## src/hdl/fwr_pkg.sv

```systemverilog
// ----------------------------------------------------------------------------
// fwr_pkg
// Shared types, codes and reset values of the four-wheel ratio PI compensator.
// ----------------------------------------------------------------------------
`default_nettype none

package fwr_pkg;

    localparam int INTEG_FRAC_BITS_DEF  = 16;
    localparam int EXPECT_FRAC_BITS_DEF = 8;

    localparam int NUM_WHEELS = 4;
    localparam int WORD_W     = 16;
    localparam int CFG_IDX_W  = 2;
    localparam int CFG_DATA_W = 16;

    // register indexes on the write port
    localparam logic [CFG_IDX_W-1:0] REG_PROP_GAIN  = 2'd0;
    localparam logic [CFG_IDX_W-1:0] REG_INTEG_GAIN = 2'd1;
    localparam logic [CFG_IDX_W-1:0] REG_INTEG_LIM  = 2'd2;
    localparam logic [CFG_IDX_W-1:0] REG_COMP_LIM   = 2'd3;

    localparam logic [7:0]  PROP_GAIN_RST  = 8'd3;
    localparam logic [15:0] INTEG_GAIN_RST = 16'd655;
    localparam logic [14:0] INTEG_LIM_RST  = 15'd1000;
    localparam logic [14:0] COMP_LIM_RST   = 15'd4000;

    typedef struct packed {
        logic [7:0]  prop_gain;
        logic [15:0] integ_gain_q16;
        logic [14:0] integ_limit;
        logic [14:0] comp_limit;
    } cfg_t;

    typedef enum logic [3:0] {
        OP_NONE,
        OP_LOAD,
        OP_SUMS,
        OP_MULQ,
        OP_DIV_INIT,
        OP_DIV_STEP,
        OP_ERR,
        OP_MULI,
        OP_INTEG,
        OP_MULP,
        OP_COMP,
        OP_OUT
    } op_t;

    typedef struct packed {
        op_t        op;
        logic [1:0] wheel;
    } cmd_t;

    typedef struct packed {
        logic tsum_zero;
        logic div_done;
    } status_t;

    typedef enum logic [3:0] {
        ST_IDLE,
        ST_SUMS,
        ST_MULQ,
        ST_DIVI,
        ST_DIV,
        ST_ERR,
        ST_MULI,
        ST_INTEG,
        ST_MULP,
        ST_COMP,
        ST_DONE
    } state_t;

    function automatic int max_int(input int a, input int b);
        return (a > b) ? a : b;
    endfunction

endpackage

`default_nettype wire

```

## src/hdl/fwr_ctrl.sv

```systemverilog
// ----------------------------------------------------------------------------
// fwr_ctrl
// Sequencer: steps the datapath through the four wheels and owns the handshakes.
// ----------------------------------------------------------------------------
`default_nettype none

module fwr_ctrl (
    input  wire               aclk,
    input  wire               aresetn,
    input  wire               s_tvalid,
    output logic              s_tready,
    output logic              m_tvalid,
    input  wire               m_tready,
    input  fwr_pkg::status_t  status,
    output fwr_pkg::cmd_t     cmd
);

    fwr_pkg::state_t state_reg, state_next;
    logic [1:0]      wheel_reg, wheel_next;
    logic            valid_reg, valid_next;

    always_ff @(posedge aclk) begin
        if (!aresetn) begin
            state_reg <= fwr_pkg::ST_IDLE;
            wheel_reg <= 2'd0;
            valid_reg <= 1'b0;
        end else begin
            state_reg <= state_next;
            wheel_reg <= wheel_next;
            valid_reg <= valid_next;
        end
    end

    always_comb begin
        state_next = state_reg;
        wheel_next = wheel_reg;
        valid_next = valid_reg;
        cmd.op     = fwr_pkg::OP_NONE;
        cmd.wheel  = wheel_reg;
        s_tready   = (state_reg == fwr_pkg::ST_IDLE);
        if (valid_reg && m_tready) begin
            valid_next = 1'b0;
        end
        case (state_reg)
            fwr_pkg::ST_IDLE: begin
                if (s_tvalid) begin
                    cmd.op     = fwr_pkg::OP_LOAD;
                    state_next = fwr_pkg::ST_SUMS;
                end
            end
            fwr_pkg::ST_SUMS: begin
                cmd.op     = fwr_pkg::OP_SUMS;
                wheel_next = 2'd0;
                state_next = fwr_pkg::ST_MULQ;
            end
            fwr_pkg::ST_MULQ: begin
                cmd.op = fwr_pkg::OP_MULQ;
                // zero target sum: expected speed is zero, skip the divide
                state_next = status.tsum_zero ? fwr_pkg::ST_ERR : fwr_pkg::ST_DIVI;
            end
            fwr_pkg::ST_DIVI: begin
                cmd.op     = fwr_pkg::OP_DIV_INIT;
                state_next = fwr_pkg::ST_DIV;
            end
            fwr_pkg::ST_DIV: begin
                if (status.div_done) begin
                    state_next = fwr_pkg::ST_ERR;
                end else begin
                    cmd.op = fwr_pkg::OP_DIV_STEP;
                end
            end
            fwr_pkg::ST_ERR: begin
                cmd.op     = fwr_pkg::OP_ERR;
                state_next = fwr_pkg::ST_MULI;
            end
            fwr_pkg::ST_MULI: begin
                cmd.op     = fwr_pkg::OP_MULI;
                state_next = fwr_pkg::ST_INTEG;
            end
            fwr_pkg::ST_INTEG: begin
                cmd.op     = fwr_pkg::OP_INTEG;
                state_next = fwr_pkg::ST_MULP;
            end
            fwr_pkg::ST_MULP: begin
                cmd.op     = fwr_pkg::OP_MULP;
                state_next = fwr_pkg::ST_COMP;
            end
            fwr_pkg::ST_COMP: begin
                cmd.op = fwr_pkg::OP_COMP;
                if (wheel_reg == 2'd3) begin
                    state_next = fwr_pkg::ST_DONE;
                end else begin
                    wheel_next = wheel_reg + 2'd1;
                    state_next = fwr_pkg::ST_MULQ;
                end
            end
            fwr_pkg::ST_DONE: begin
                // hold until the output register is free
                if (!valid_reg || m_tready) begin
                    cmd.op     = fwr_pkg::OP_OUT;
                    valid_next = 1'b1;
                    state_next = fwr_pkg::ST_IDLE;
                end
            end
            default: begin
                state_next = fwr_pkg::ST_IDLE;
            end
        endcase
    end

    assign m_tvalid = valid_reg;

endmodule

`default_nettype wire

```

## src/hdl/fwr_dp.sv

```systemverilog
// ----------------------------------------------------------------------------
// fwr_dp
// Datapath: sums, expected-speed divider, PI arithmetic, integrators, output.
// ----------------------------------------------------------------------------
`default_nettype none

module fwr_dp #(
    parameter int INTEG_FRAC_BITS  = fwr_pkg::INTEG_FRAC_BITS_DEF,
    parameter int EXPECT_FRAC_BITS = fwr_pkg::EXPECT_FRAC_BITS_DEF
) (
    input  wire              aclk,
    input  wire              aresetn,
    input  fwr_pkg::cmd_t    cmd,
    input  fwr_pkg::cfg_t    cfg,
    input  wire  [191:0]     in_data,
    output fwr_pkg::status_t status,
    output logic [63:0]      out_data
);

    localparam int EF   = EXPECT_FRAC_BITS;
    localparam int IFB  = INTEG_FRAC_BITS;
    localparam int QW   = 18 + EF;
    localparam int RW   = 19;
    localparam int DW   = 34 + EF;
    localparam int CNTW = $clog2(QW + 1);
    localparam int EW   = 19 + EF;
    localparam int PW   = EW + 17;
    localparam int IS   = 16 + EF - IFB;
    localparam int RSH  = (IS > 0) ? IS : 0;
    localparam int LSH  = (IS < 0) ? -IS : 0;
    localparam int INCW = PW + LSH;
    localparam int IW   = 16 + IFB;
    localparam int SW   = fwr_pkg::max_int(INCW, IW) + 1;
    localparam int FMAX = fwr_pkg::max_int(EF, IFB);
    localparam int AW   = EW + 9;
    localparam int CW   = fwr_pkg::max_int(AW + FMAX - EF, IW + FMAX - IFB) + 1;

    logic signed [15:0]   tar_reg [4];
    logic signed [15:0]   meas_reg [4];
    logic signed [15:0]   base_reg [4];
    logic [17:0]          tsum_reg;
    logic [17:0]          fsum_reg;
    logic [33:0]          prodq_reg;
    logic [RW-1:0]        rem_reg;
    logic [QW-1:0]        dq_reg;
    logic [CNTW-1:0]      cnt_reg;
    logic signed [EW-1:0] err_reg;
    logic signed [PW-1:0] pi_reg;
    logic signed [AW-1:0] pa_reg;
    logic signed [IW-1:0] integ_reg [4];
    logic signed [15:0]   drv_reg [4];
    logic [63:0]          out_reg;

    logic [17:0]          tsum_next, fsum_next;
    logic [15:0]          tmag;
    logic [DW-1:0]        dd;
    logic [RW-1:0]        trial;
    logic                 ge;
    logic signed [EW-1:0] qs, expect_v, measx, err_next;
    logic [PW-1:0]        pmag;
    logic [INCW-1:0]      incm;
    logic signed [SW-1:0] isum, ilim, iclamp;
    logic signed [CW-1:0] av, bv, csum, cmag_s, clim, cclamp;
    logic [CW-1:0]        cmag;
    logic signed [16:0]   drv_wide;
    logic signed [15:0]   drv_next;

    always_comb begin
        tsum_next = '0;
        fsum_next = '0;
        for (int i = 0; i < 4; i++) begin
            tsum_next = tsum_next + 18'(tar_reg[i][15] ? -tar_reg[i] : tar_reg[i]);
            fsum_next = fsum_next + 18'(meas_reg[i][15] ? -meas_reg[i] : meas_reg[i]);
        end
        tmag = tar_reg[cmd.wheel][15] ? 16'(-tar_reg[cmd.wheel]) : 16'(tar_reg[cmd.wheel]);

        dd    = DW'(prodq_reg) << EF;
        trial = {rem_reg[RW-2:0], dq_reg[QW-1]};
        ge    = (trial >= RW'(tsum_reg));

        qs       = status.tsum_zero ? '0 : $signed({1'b0, dq_reg});
        expect_v = tar_reg[cmd.wheel][15] ? -qs : qs;
        measx    = EW'(meas_reg[cmd.wheel]) <<< EF;
        err_next = expect_v - measx;

        // integrator increment, truncated toward zero
        pmag   = pi_reg[PW-1] ? PW'(-pi_reg) : PW'(pi_reg);
        incm   = INCW'(pmag >> RSH) << LSH;
        isum   = SW'(integ_reg[cmd.wheel])
               + (pi_reg[PW-1] ? -$signed(SW'(incm)) : $signed(SW'(incm)));
        ilim   = $signed(SW'({cfg.integ_limit, {IFB{1'b0}}}));
        iclamp = (isum > ilim) ? ilim : ((isum < -ilim) ? -ilim : isum);

        av     = CW'(pa_reg) <<< (FMAX - EF);
        bv     = CW'(integ_reg[cmd.wheel]) <<< (FMAX - IFB);
        csum   = av + bv;
        cmag   = CW'(csum[CW-1] ? -csum : csum) >> FMAX;
        cmag_s = csum[CW-1] ? -$signed(cmag) : $signed(cmag);
        clim   = $signed(CW'(cfg.comp_limit));
        cclamp = (cmag_s > clim) ? clim : ((cmag_s < -clim) ? -clim : cmag_s);

        drv_wide = 17'(base_reg[cmd.wheel]) + 17'(cclamp);
        if (drv_wide > 17'sd32767) begin
            drv_next = 16'sh7FFF;
        end else if (drv_wide < -17'sd32768) begin
            drv_next = 16'sh8000;
        end else begin
            drv_next = 16'(drv_wide);
        end
    end

    always_ff @(posedge aclk) begin
        case (cmd.op)
            fwr_pkg::OP_LOAD: begin
                for (int i = 0; i < 4; i++) begin
                    tar_reg[i]  <= in_data[16*i +: 16];
                    meas_reg[i] <= in_data[64 + 16*i +: 16];
                    base_reg[i] <= in_data[128 + 16*i +: 16];
                end
            end
            fwr_pkg::OP_SUMS: begin
                tsum_reg <= tsum_next;
                fsum_reg <= fsum_next;
            end
            fwr_pkg::OP_MULQ: begin
                prodq_reg <= 34'(fsum_reg) * 34'(tmag);
            end
            fwr_pkg::OP_DIV_INIT: begin
                rem_reg <= RW'(dd[DW-1:QW]);
                dq_reg  <= dd[QW-1:0];
                cnt_reg <= CNTW'(QW);
            end
            fwr_pkg::OP_DIV_STEP: begin
                rem_reg <= ge ? (trial - RW'(tsum_reg)) : trial;
                dq_reg  <= {dq_reg[QW-2:0], ge};
                cnt_reg <= cnt_reg - 1'b1;
            end
            fwr_pkg::OP_ERR: begin
                err_reg <= err_next;
            end
            fwr_pkg::OP_MULI: begin
                pi_reg <= PW'($signed({1'b0, cfg.integ_gain_q16})) * PW'(err_reg);
            end
            fwr_pkg::OP_MULP: begin
                pa_reg <= AW'($signed({1'b0, cfg.prop_gain})) * AW'(err_reg);
            end
            fwr_pkg::OP_COMP: begin
                drv_reg[cmd.wheel] <= drv_next;
            end
            fwr_pkg::OP_OUT: begin
                out_reg <= {drv_reg[3], drv_reg[2], drv_reg[1], drv_reg[0]};
            end
            default: begin
            end
        endcase
    end

    always_ff @(posedge aclk) begin
        if (!aresetn) begin
            for (int i = 0; i < 4; i++) begin
                integ_reg[i] <= '0;
            end
        end else if (cmd.op == fwr_pkg::OP_INTEG) begin
            integ_reg[cmd.wheel] <= IW'(iclamp);
        end
    end

    assign status.tsum_zero = (tsum_reg == '0);
    assign status.div_done  = (cnt_reg == '0);
    assign out_data         = out_reg;

endmodule

`default_nettype wire

```

## src/hdl/four_wheel_ratio_pi_compensator.sv

```systemverilog
// ----------------------------------------------------------------------------
// four_wheel_ratio_pi_compensator
// Ratio-based per-wheel PI speed compensation for a four-wheel drive.
// ----------------------------------------------------------------------------
// One transaction at a time: after accept the four wheels are worked in turn,
// each through the expected-speed divider (one quotient bit per cycle), which
// is skipped when all targets are zero. The next transaction is taken once the
// result is in the output register, also while that result still waits.
// Reset (aresetn low, synchronous): registers to defaults, integrators to zero.
`default_nettype none

module four_wheel_ratio_pi_compensator #(
    parameter int INTEG_FRAC_BITS  = fwr_pkg::INTEG_FRAC_BITS_DEF,
    parameter int EXPECT_FRAC_BITS = fwr_pkg::EXPECT_FRAC_BITS_DEF
) (
    input  wire         aclk,
    input  wire         aresetn,
    // target_front_left, target_front_right, target_back_left, target_back_right,
    // measured_front_left .. measured_back_right, base_front_left .. base_back_right
    input  wire [191:0] s_tdata,
    input  wire         s_tvalid,
    output logic        s_tready,
    // drive_front_left, drive_front_right, drive_back_left, drive_back_right
    output logic [63:0] m_tdata,
    output logic        m_tvalid,
    input  wire         m_tready,
    input  wire         cfg_wr_en,
    input  wire  [1:0]  cfg_index,
    input  wire  [15:0] cfg_data
);

    fwr_pkg::cfg_t    cfg_reg;
    fwr_pkg::cmd_t    cmd;
    fwr_pkg::status_t status;

    always_ff @(posedge aclk) begin
        if (!aresetn) begin
            cfg_reg.prop_gain      <= fwr_pkg::PROP_GAIN_RST;
            cfg_reg.integ_gain_q16 <= fwr_pkg::INTEG_GAIN_RST;
            cfg_reg.integ_limit    <= fwr_pkg::INTEG_LIM_RST;
            cfg_reg.comp_limit     <= fwr_pkg::COMP_LIM_RST;
        end else if (cfg_wr_en) begin
            case (cfg_index)
                fwr_pkg::REG_PROP_GAIN:  cfg_reg.prop_gain      <= cfg_data[7:0];
                fwr_pkg::REG_INTEG_GAIN: cfg_reg.integ_gain_q16 <= cfg_data;
                fwr_pkg::REG_INTEG_LIM:  cfg_reg.integ_limit    <= cfg_data[14:0];
                fwr_pkg::REG_COMP_LIM:   cfg_reg.comp_limit     <= cfg_data[14:0];
                default: begin
                end
            endcase
        end
    end

    fwr_ctrl u_ctrl (
        .aclk     (aclk),
        .aresetn  (aresetn),
        .s_tvalid (s_tvalid),
        .s_tready (s_tready),
        .m_tvalid (m_tvalid),
        .m_tready (m_tready),
        .status   (status),
        .cmd      (cmd)
    );

    fwr_dp #(
        .INTEG_FRAC_BITS  (INTEG_FRAC_BITS),
        .EXPECT_FRAC_BITS (EXPECT_FRAC_BITS)
    ) u_dp (
        .aclk     (aclk),
        .aresetn  (aresetn),
        .cmd      (cmd),
        .cfg      (cfg_reg),
        .in_data  (s_tdata),
        .status   (status),
        .out_data (m_tdata)
    );

endmodule

`default_nettype wire
```

## config.mk

```make
export PLATFORM = sky130hd
export DESIGN_NAME = four_wheel_ratio_pi_compensator
export DESIGN_NICKNAME = d
export VERILOG_FILES = /design/src/hdl/fwr_pkg.sv /design/src/hdl/fwr_ctrl.sv /design/src/hdl/fwr_dp.sv /design/src/hdl/four_wheel_ratio_pi_compensator.sv
export SDC_FILE = /design/constraint.sdc
export NUM_CORES = 2
export LEC_CHECK = 0
export BUFFER_PORTS_ARGS = -buffer_cell sky130_fd_sc_hd__buf_2
export CORE_ASPECT_RATIO = 1.4
export CORE_UTILIZATION = 30
export DETAILED_ROUTE_END_ITERATION = 10
export SETUP_SLACK_MARGIN = 0.1
export SLEW_MARGIN = 10
export SYNTH_ARGS = -nofsm -noshare
export SYNTH_HDL_FRONTEND = slang
export SYNTH_HIERARCHICAL = 1
export SYNTH_SLANG_ARGS = --single-unit
```

## constraint.sdc

```tcl
create_clock -name aclk -period 14.6 [get_ports aclk]
set_input_delay 0.73 -clock aclk [delete_from_list [all_inputs] [get_ports aclk]]
set_output_delay 0.73 -clock aclk [all_outputs]
set_load 0.1 [all_outputs]
```

After elaboration in Yosys (flattened, before gate mapping). Memory sizes are Yosys's and may differ from the RTL's. A register that Yosys moved wholly into a read port is not among the register bits. Cells that the tools add are included.

$add $sub $neg: 29. $mul: 3. Magnitude comparators: 7. Equal/unequal tests: 29. Muxes and demuxes: 59. Reductions and logical operators: 16.

Operators with widths (number): 2-to-1 mux 18 bit (9); negator 16 -> 18 bit (8); 2-to-1 mux 45 bit (3); adder 18 bit (6); 2-to-1 mux 32 bit (3); less-than comparator 45 bit (2); one-hot mux 4 bit (11 select lines) (2); one-hot mux 26 bit (2 select lines) (1); 2-to-1 mux 16 bit (3); adder 32 x 45 -> 45 bit (1); adder 44 x 32 -> 45 bit (1); greater-than comparator 45 x 16 -> 1 bit (1); greater-than comparator 45 x 32 -> 1 bit (1); negator 15 -> 45 bit (1); negator 29 -> 45 bit (1); negator 31 -> 45 bit (1); negator 36 -> 45 bit (1); negator 45 bit (1); multiplier 17 x 27 -> 44 bit (1); 2-to-1 mux 44 bit (1); negator 44 bit (1); multiplier 9 x 27 -> 36 bit (1); one-hot mux 18 bit (2 select lines) (1); multiplier 18 x 16 -> 34 bit (1); 38 further kinds (91).

Register bits after elaboration: 287. RAM bits: 384. Output and inout port bits: 66. Memories kept: 5.

Memory list: u_dp.integ_reg (words 4, width 32, rd ports 1, clocked after memory_dff 1, write ports 4, line fwr_dp.sv:50) `logic signed [IW-1:0] integ_reg [4];`; u_dp.base_reg (words 4, width 16, rd ports 1, clocked after memory_dff 1, write ports 4, line fwr_dp.sv:40) `logic signed [15:0] base_reg [4];`; u_dp.drv_reg (words 4, width 16, rd ports 4, clocked after memory_dff 4, write ports 1, line fwr_dp.sv:51) `logic signed [15:0] drv_reg [4];`; u_dp.meas_reg (words 4, width 16, rd ports 5, clocked after memory_dff 1, write ports 4, line fwr_dp.sv:39) `logic signed [15:0] meas_reg [4];`; u_dp.tar_reg (words 4, width 16, rd ports 5, clocked after memory_dff 1, write ports 4, line fwr_dp.sv:38) `logic signed [15:0] tar_reg [4];`.

Logic depth before layout (Yosys ltp).
Depth in word-level cells: 12. Gate-level depth with buffers: 63. Depth with buffers taken out: 52.

By module. The synthesis kept the hierarchy.

Modules (own cells, without submodules): fwr_dp (instances 1, cells an instance 7570, area an instance 75374.8 µm², seq. area each 20239.4 µm²); four_wheel_ratio_pi_compensator (instances 1, cells an instance 211, area an instance 2134.5 µm², seq. area each 1081.0 µm²); fwr_ctrl (instances 1, cells an instance 62, area an instance 495.5 µm², seq. area each 140.1 µm²).

Worst setup path after synthesis. No wires, ideal clock.

Kind: reg2reg. Start: reg u_ctrl.valid_reg (netlist: u_ctrl/m_tvalid). End: mem u_dp.base_reg[0][0] (enable). Library setup time: 980 ps. Arrival time: 14651 ps. Slack: -1031 ps. Stages on the path, launching flop included: 6. Path buffers: 0. Period minus slack after synthesis: 15631 ps. Cells stage by stage: dfxtp_1 -> nand2b_1 -> o21ai_0 -> a21oi_1 -> nand2b_1 -> nor3_1.

RTL lines: start: declaration (line fwr_ctrl.sv:20) `logic valid_reg, valid_next;`; start signal: assignment (line fwr_ctrl.sv:30) `valid_reg <= valid_next;`; end: declaration (line fwr_dp.sv:40).

==> impl_metrics.json <==
{
  "final_common_cell": "inv_1",
  "slew_violations": 0,
  "cp-end-kind": "flop",
  "hpwl_mm": 178.4,
  "path_class": "flop to flop",
  "overflow": 0,
  "cts_made_buffers": 79,
  "grt_max_degree": 74,
  "start_kind": "flop",
  "rows": 221,
  "via_count": 57620,
  "hold_class": "input port to flop",
  "crit_start": "u_ctrl/wheel_reg[1]",
  "critPathMaxFanout": 23,
  "antenna_found_initial": 11,
  "routed_wl_mm": 228.0,
  "r2r-end": "u_dp/drv_reg[0][13]",
  "syn_to_final_growth_pct": 10.45,
  "slowest_delay_ns": 0.63,
  "drt-initial-drc-count": 3552,
  "cp.required_ns": 15.03,
  "cpMaxStageDelayCell": "dfxtp_4",
  "endpoint": "u_dp/drv_reg[0][13]",
  "grt_pass1_vias": 60140,
  "busiest_layer": "met2",
  "yosysSeqAreaShare_pct": 27.51,
  "finalSetupTns_ns": 0,
  "drive_gt1_share_pct": 8.954,
  "cts_root_buf": "clkbuf_16",
  "rrSetupSlack_ns": 1.28,
  "clock_latency_ns": 0.71,
  "core-area_mm2": 0.2588,
  "clk_path_buf_depth": 3,
  "skew_ns": 0.04090,
  "ys_ff_latch": 735,
  "r2r-start": "u_ctrl/wheel_reg[1]",
  "worstMarginPinSlew_ns": 1.191,
  "final_cell_mix": "inv_1 (1185), nand2_1 (992), fa_1 (882)",
  "grtUsageMet3_pct": 2.612,
  "max_freq_ghz": 0.07508,
  "met2_usage_pct": 31.19,
  "largest_register_ffs": 128,
  "route.detailed.drc": 0,
  "synth.distinct_cells": 116,
  "synth_area_mm2": 0.07800,
  "ys_warn_count": 6,
  "clock_sinks": 735,
  "grt_util_met1_pct": 19.75,
  "cts_tree": "done",
  "die_x_um": 433.0,
  "netlist.top_cell.by_area": "edfxtp_1",
  "wire_per_inst_um": 19.78,
  "postSynthCellCount": 7843,
  "track_usage_pct": 17.20,
  "async_flop_share_pct": 0,
  "cpMostUsedCell": "o21ai_0",
  "cp_data_arrival_time_ns": 13.75,
  "fin_crit_ns": 13.32,
  "synth-edff-count": 674,
  "yosysTopAreaCellShare_pct": 25.95,
  "avgSynthCellArea_um2": 9.946,
  "postRouteAntennaNets": 0,
  "clk_transition_reported_paths_ns": 0.07,
  "maxCapViolations": 0,
  "finalHoldViolCount": 0,
  "finalCritPeriodShare_pct": 91.23,
  "gp_congestion": 0.8960,
  "design.die.area_mm2": 0.2621,
  "rsz0062_at_grt": "no",
  "timing.max_slew.rel_slack_pct": 19.83,
  "status": "finished clean",
  "synth_flop_cell": "edfxtp_1",
  "port_buffers": 280,
  "via_per_inst": 5.001,
  "start_util_pct": 30.14,
  "reg2regPathDepth": 50,
  "dieHeight_um": 605.3,
  "holdBufCountCts": 0,
  "drt_pass1_iterations": 8,
  "nNetsFinal": 9664,
  "setup_viol": 0,
  "htree_levels": 3,
  "grt_pass1_wl_mm": 347.1,
  "synth_area_leaders": "edfxtp_1 (26%), fa_1 (23%), ha_1 (9.1%), inv_1 (5.7%), nand2_1 (4.8%)",
  "ios": 281
}
metrics by stage:
| stage | worst slack [ns] | cells | area (µm²) | hold WS [ns] | util [%] |
|---|---|---|---|---|---|
| CTS | 1.193 | 11520 | 86120 | 0.1431 | 33.27 |
| finish | 1.281 | 11520 | 86150 | 0.2090 | 33.29 |
| global placement | 1.273 | 11370 | 83410 | 0.4045 | 32.23 |
| detailed placement | 1.241 | 11370 | 83410 | 0.4045 | 32.23 |
| global route | 0.2139 | 11520 | 86150 | 0.1663 | 33.29 |
| floorplan | 1.254 | 7849 | 78030 | 0.4003 | - |
layout make-up:
| type | instances | area [µm²] |
|---|---|---|
| antenna | 4 | 10.01 |
| tap | 3456 | 4324 |
| clock inverter | 56 | 645.6 |
| fill | 26520 | 172700 |
| multi-input combinational | 5607 | 50940 |
| sequential | 735 | 21470 |
| clock buffer | 91 | 2063 |
| timing repair buffer | 385 | 2230 |
| inverter | 1189 | 4463 |
synthesized netlist by cell type (65+ instances only):
cell and count:
inv_1 1185, nand2_1 995, fa_1 882, edfxtp_1 674, ha_1 570, and2_1 413, xnor2_1 332, nor2_1 312
clkbuf_1 271, o21ai_0 251, a21oi_1 233, nor3_1 169, mux2i_1 117, xor2_1 92, a21o_1 91, nor2b_1 83
mux4_2 77, nand3_1 76, a211oi_1 69, o21a_1 65
logic make-up after synthesis:
kind of cell | count (synthesis) | share of synthesized area (%)
XOR/XNOR | 424 | 4.761
adder cells (fa/ha/maj) | 1453 | 31.79
AND/OR/NAND/NOR | 2428 | 15.24
buffers and inverters | 1507 | 7.419
flip-flops | 735 | 27.51
multiplexers | 215 | 4.066
other | 2 | 0.009628
AO/OA/AOI/OAI | 1079 | 9.196
critical path: cells and delay by family, from the launching register on:
| family | cells | cell delay, ns |
|---|---|---|
| compound gates | 25 | 5.90 |
| fa+ha+maj | 7 | 2.19 |
| simple gates | 10 | 2.08 |
| mux | 4 | 1.00 |
| xor+xnor | 2 | 0.96 |
| flops | 1 | 0.63 |
| buf+inv | 2 | 0.25 |
what timing repair did:
action | 4_1_cts | 5_1_grt
buffers inserted | 0 | 3
gates resized for setup | 0 | 1
setup endpoints to repair | 0 | 60
per-layer routing:
| metal | vias up | routed length (µm) |
|---|---|---|
| met3 | 456 | 12630 |
| met4 | 2 | 10490 |
| met2 | 1723 | 116700 |
| li1 | 26470 | - |
| met5 | - | 18 |
| met1 | 28980 | 88100 |
worst min-delay path by stage:
stage	slack (ns)	to	cells past startpoint	start
floorplan	0.40	u_dp/out_data[0]	0	u_dp/drv_reg[0][0]
global placement	0.40	u_dp/out_data[3]	0	u_dp/drv_reg[0][3]
detailed placement	0.40	u_dp/out_data[54]	0	u_dp/drv_reg[3][6]
CTS	0.14	u_dp/base_reg[0][13]	1	s_tdata[141]
global route	0.17	u_dp/meas_reg[3][8]	1	s_tdata[120]
finish	0.21	u_dp/meas_reg[3][11]	1	s_tdata[123]
Power is left out: the tool's default activity adds up to more than one toggle a clock period on the data nets, which glitch-free logic cannot reach.
